==> src/hw/rtl/assert_macros.svh <==
// Assertion macros for the RTL file that checks its own logic.
`ifndef ASSERT_MACROS_SVH
`define ASSERT_MACROS_SVH

// Same-cycle implication, disabled while reset is asserted.
`define HVT_ASSERT_NOW(label, clk, rst_n, cond, conseq, msg) \
    label: assert property (@(posedge clk) disable iff (!(rst_n)) (cond) |-> (conseq)) \
        else $error(msg);

// Next-cycle implication, disabled while reset is asserted.
`define HVT_ASSERT_NEXT(label, clk, rst_n, cond, conseq, msg) \
    label: assert property (@(posedge clk) disable iff (!(rst_n)) (cond) |=> (conseq)) \
        else $error(msg);

`endif

==> src/hw/rtl/hvt_pkg.sv <==
`default_nettype none

package hvt_pkg;

    localparam int NUM_ROWS      = 4;
    localparam int NUM_LANES     = 3;
    localparam int NUM_CFG_REGS  = 6;
    localparam int CFG_IDX_W     = 3;
    localparam int CFG_DATA_W    = 64;
    localparam int COEF_W        = 32;
    localparam int PROD_W        = 2 * COEF_W;
    // Four products of up to 2^62 in magnitude sum to up to 2^64, which needs all 66 bits.
    localparam int SUM_W         = PROD_W + 2;

    typedef logic signed [COEF_W-1:0] t_word;
    typedef logic signed [PROD_W-1:0] t_prod;
    typedef logic signed [SUM_W-1:0]  t_sum;
    typedef logic [CFG_DATA_W-1:0]    t_cfg_data;

    localparam t_word SAT_MAX = 32'sh7FFF_FFFF;
    localparam t_word SAT_MIN = 32'sh8000_0000;

    typedef enum logic [CFG_IDX_W-1:0] {
        REG_COL0_ROWS01 = 3'd0,
        REG_COL0_ROWS23 = 3'd1,
        REG_COL1_ROWS01 = 3'd2,
        REG_COL1_ROWS23 = 3'd3,
        REG_COL2_ROWS01 = 3'd4,
        REG_COL2_ROWS23 = 3'd5
    } t_cfg_idx;

    // Load strobes that the top level hands to each lane.
    typedef struct packed {
        logic load_mul;
        logic load_sum;
    } t_lane_ctl;

endpackage

`default_nettype wire

==> src/hw/rtl/hvt_merge.sv <==
`default_nettype none

// Scales each lane sum down, clips it to 32 bits and folds the clip flags together.
module hvt_merge import hvt_pkg::*; #(
    parameter int FRAC_BITS = 16
) (
    input  wire   i_clk,
    input  logic  i_load,
    input  t_sum  i_sum [NUM_LANES],
    output t_word o_comp [NUM_LANES],
    output logic  o_sat
);

    t_word r_comp [NUM_LANES];
    logic  r_sat;
    t_word n_comp [NUM_LANES];
    logic  n_sat;

    always_comb begin
        t_sum                    shifted;
        logic [SUM_W-COEF_W:0]   upper;
        n_sat = 1'b0;
        for (int l = 0; l < NUM_LANES; l++) begin
            // Arithmetic shift rounds toward minus infinity.
            shifted = i_sum[l] >>> FRAC_BITS;
            upper   = shifted[SUM_W-1:COEF_W-1];
            if ((&upper) || !(|upper)) begin
                n_comp[l] = shifted[COEF_W-1:0];
            end else begin
                n_comp[l] = shifted[SUM_W-1] ? SAT_MIN : SAT_MAX;
                n_sat     = 1'b1;
            end
        end
    end

    always_ff @(posedge i_clk) begin
        if (i_load) begin
            r_comp <= n_comp;
            r_sat  <= n_sat;
        end
    end

    assign o_comp = r_comp;
    assign o_sat  = r_sat;

endmodule

`default_nettype wire

==> config.mk <==
export PLATFORM = sky130hd
export DESIGN_NAME = hvt_merge
export DESIGN_NICKNAME = d
export VERILOG_FILES = /design/src/hw/rtl/assert_macros.svh /design/src/hw/rtl/hvt_pkg.sv /design/src/hw/rtl/hvt_merge.sv
export SDC_FILE = /design/constraint.sdc
export NUM_CORES = 1
export LEC_CHECK = 0
export ABC_AREA = 1
export BUFFER_PORTS_ARGS = -buffer_cell sky130_fd_sc_hd__clkbuf_2
export CORE_AREA = 2 2 117 119
export CTS_CLUSTER_SIZE = 28
export DETAILED_ROUTE_END_ITERATION = 6
export DIE_AREA = 0 0 119 121
export HOLD_SLACK_MARGIN = 0.1
export PLACE_DENSITY = 0.66
export SLEW_MARGIN = 15
export SYNTH_ARGS = -nofsm -noshare
export SYNTH_HDL_FRONTEND = slang
export SYNTH_SLANG_ARGS = --single-unit
==> constraint.sdc <==
create_clock -name i_clk -period 2.67 [get_ports i_clk]
set_input_delay 0.534 -clock i_clk [delete_from_list [all_inputs] [get_ports i_clk]]
set_output_delay 0.534 -clock i_clk [all_outputs]
set_load 0.01 [all_outputs]
# Yosys cells after proc, flatten, opt, wreduce, memory -nomap -nowiden
# Cells that the tools add are included.
[word_totals] reg_bits=97 out_inout_bits=97
[classes] muxes=7 reduce_logical=13
[ops] operator="$mux 32" count=6
[ops] operator="$reduce_and 19->1" count=3
[ops] operator="$reduce_or 19->1" count=3
[ops] operator="$logic_not 1->1" count=3
[ops] operator="$logic_or 1x1->1" count=3
[ops] operator="$reduce_and 2->1" count=1
[ops] operator="$mux 1" count=1

# Logic depth before layout (Yosys ltp)
[logic_depth] ltp_word=4 mapped_depth=9 ltp_nobuf=8

# Least setup slack after synthesis
# No wires, ideal clock.
[synth_path] kind="input -> register" from="in i_sum[48] (netlist bit)" to="reg r_comp, in the netlist o_comp[10], data pin" setup_ns=0.252 setup_slack_ns=1.126 arrival_time_ns=1.291 t_required_ns=2.418 path_stages=6 path_cell_list="or2_1 > nor2_1 > nand3_2 > nand3_2 > buf_6 > nand2_1"
[synth_rtl] item="start, declared" line_no="hvt_merge.sv:9" text="input t_sum i_sum [NUM_LANES],"
[synth_rtl] item="end signal, assigned" line_no="hvt_merge.sv:38" text="r_comp <= n_comp;"
[synth_rtl] item="end, declared" line_no="hvt_merge.sv:14" text="t_word r_comp [NUM_LANES];"

==> metrics.yaml <==
gp_congestion: 0.914
async_reset_ff_share_pct: 0
synth_area_leaders: "edfxtp_1 (68%), nand2_1 (19%), buf_6 (3.9%)"
finalHoldViolations: 0
synth_top_area_share_pct: 67.7
layout-drive-gt1-share_pct: 42.2
grt_max_degree: 37
path_buf_inv: 1
drv_cap: 0
cts_buffers: 9
dr.pass1.iters: 6
cp.required_ps: 2740
ys_seq_elements: 97
postCtsSetupBuffers: 0
cpLargestDelayFamily: "simple AND/OR/NAND/NOR gates"
crit_top_cell: "nand3_2"
critPathMaxFanout: 31
die_y_um: 121
wl_per_cell_um: 13.0
synth_warnings: 0
cts.htree.levels: 3
placementRows: 42
utilization_pct: 44.7
clockPowerShare_pct: 34.2
finalMaxSlewViolations: 0
critPathLaunch: "i_sum[65]"
crit_type: "primary input to flip-flop"
max_freq_mhz: 600
finalWorstSetupSlack_ps: 1000
rsz0062_at_grt: "no"
status: "finished clean"
internal_power_w: 0.00262
viasPerCell: 4.35
worst_pin_slew_ps: 634
slew_headroom_pct: 57.7
min_period_ps: 1670
yosysUniqueCellTypes: 15
antenna_found_initial: 0
p_leak_nw: 2.71
ctsResizeCount: 0
place_ws_ps: 591
grt_pass1_vias: 3464
crit_chain: "clkbuf_2 > or2_1 > nor2_2 > nand3_2 > nand3_2 > nand2_1"
die_area_mm2: 0.0144
cts_tree: "built"
switching_power_w: 0.000803
yosysTopAreaCell: "edfxtp_1"
drc: 0
hold_path.class: "primary input to flip-flop"
min_path_cells: 1
synth_edf_count: 97
ios: 297
n_antenna_cell: 0
start_util_pct: 32.9
drtIter0Drc: 144
root_buffer: "clkbuf_16"
grt_pass1_wl_mm: 16.2
synth.most_common_cell: "nand2_1"
nNetsFinal: 846
slowest_delay_ps: 490
area_growth_pct: 36.0
core_mm2: 0.0131
cp-start-kind: "primary input"
ant_nets: 0
wirelength_mm: 10.8
synth_area_per_cell_um2: 10.6
cts_buffer_depth: 2
seqPwrFrac_pct: 53.8
syn_area_mm2: 0.00430
dp.cells: 811
synthTopCellsByCount: "nand2_1 (216), edfxtp_1 (97), nor2_1 (40)"
clk_pin_slew_ps: 70
switching_share_pct: 23.5
cp-end-kind: "flip-flop"
ir_drop_mv: 0.257
numPortBuffers: 248
power_density_mw_per_mm2: 585
gr-total-overflow: 0
chipWidth_um: 119
ys_seq_area_share_pct: 67.7
finalNonFillerCells: 827
fin_tns_setup_ps: 0
place.detailed.hpwl_mm: 8.19
worstPathArrival_ps: 1740
period_share_pct: 62.4
worstHoldEndpoint: "o_comp[63]$_DFFE_PP_"
synthFlopType: "edfxtp_1"
holdBufCountCts: 0
critPathSlowestCell: "nand3_2"
setup_viol: 0
synth_nets: 606
min_from: "i_sum[131]"
cts_sinks: 97
synthCells: 406
grtUsageTotal_pct: 14.4
via_count: 3598
combPwrFrac_pct: 12.1
## state kept, by name, indices dropped and copies added, names as in the netlist
signal and count:
o_comp 96, o_sat 1
## stage by stage
stage | area [µm²] | hold WS (ps) | total power, W
final | 5850 | 412 | 0.00342
after global routing | 5850 | 406 | 0.00358
after CTS | 5850 | 397 | 0.00348
after detailed placement | 5580 | 756 | 0.00230
after global placement | 5580 | 753 | 0.00228
after floorplan | 4300 | 646 | 0.00202
## final cells by class
cell class / count / area (µm²)
Clock inverter: 7 / 46.3
Clock buffer: 9 / 225
Inverter: 5 / 18.8
Timing Repair Buffer: 250 / 1270
Fill cell: 1284 / 7230
Multi-Input combinational cell: 283 / 1160
Tap cell: 176 / 220
Sequential cell: 97 / 2910
## cell usage in the layout, fill, tap and decap left out, drive strengths merged
master,n
clkinvlp,1
inv,6
nand3,10
nor2,42
nand2,219
edfxtp,97
clkbuf,256
nand4,6
or2,6
buf,3
clkinv,5
## routing by layer
layer  wire length, µm  share of wire, %  up-vias  GRT usage [%]
met5                 0                 0        -              0
met4               216               2.0        0           6.32
met3               849               7.9       14           4.51
met2              5330                50      153           24.9
met1              4360                41     1626           16.4
li1                  -                 -     1805              -
## power groups by stage
stage	Sequential [W]	Combinational (W)	Clock, W
floorplan	0.00194	0.0000803	0
global placement	0.00187	0.000411	0
detailed placement	0.00188	0.000419	0
CTS	0.00184	0.000420	0.00122
global route	0.00185	0.000454	0.00128
finish	0.00184	0.000413	0.00117
## cells by family (layout without fill, tap and decap cells)
group         Yosys count  count (layout)  share of synthesized area, %
buf+inv                26             271                          5.44
flops                  97              97                          67.7
simple gates          283             283                          26.9
## worst max path at each step
stage	slack [ps]	cells past startpoint	endpoint
2_1_floorplan	1130	6	o_comp[10]$_DFFE_PP_
3_3_place_gp	670	6	o_comp[25]$_DFFE_PP_
3_5_place_dp	590	6	o_comp[19]$_DFFE_PP_
4_1_cts	980	6	o_comp[2]$_DFFE_PP_
5_1_grt	880	6	o_comp[13]$_DFFE_PP_
6_report	1000	6	o_comp[19]$_DFFE_PP_
No activity file was read; power rests on OpenSTA's default activity.
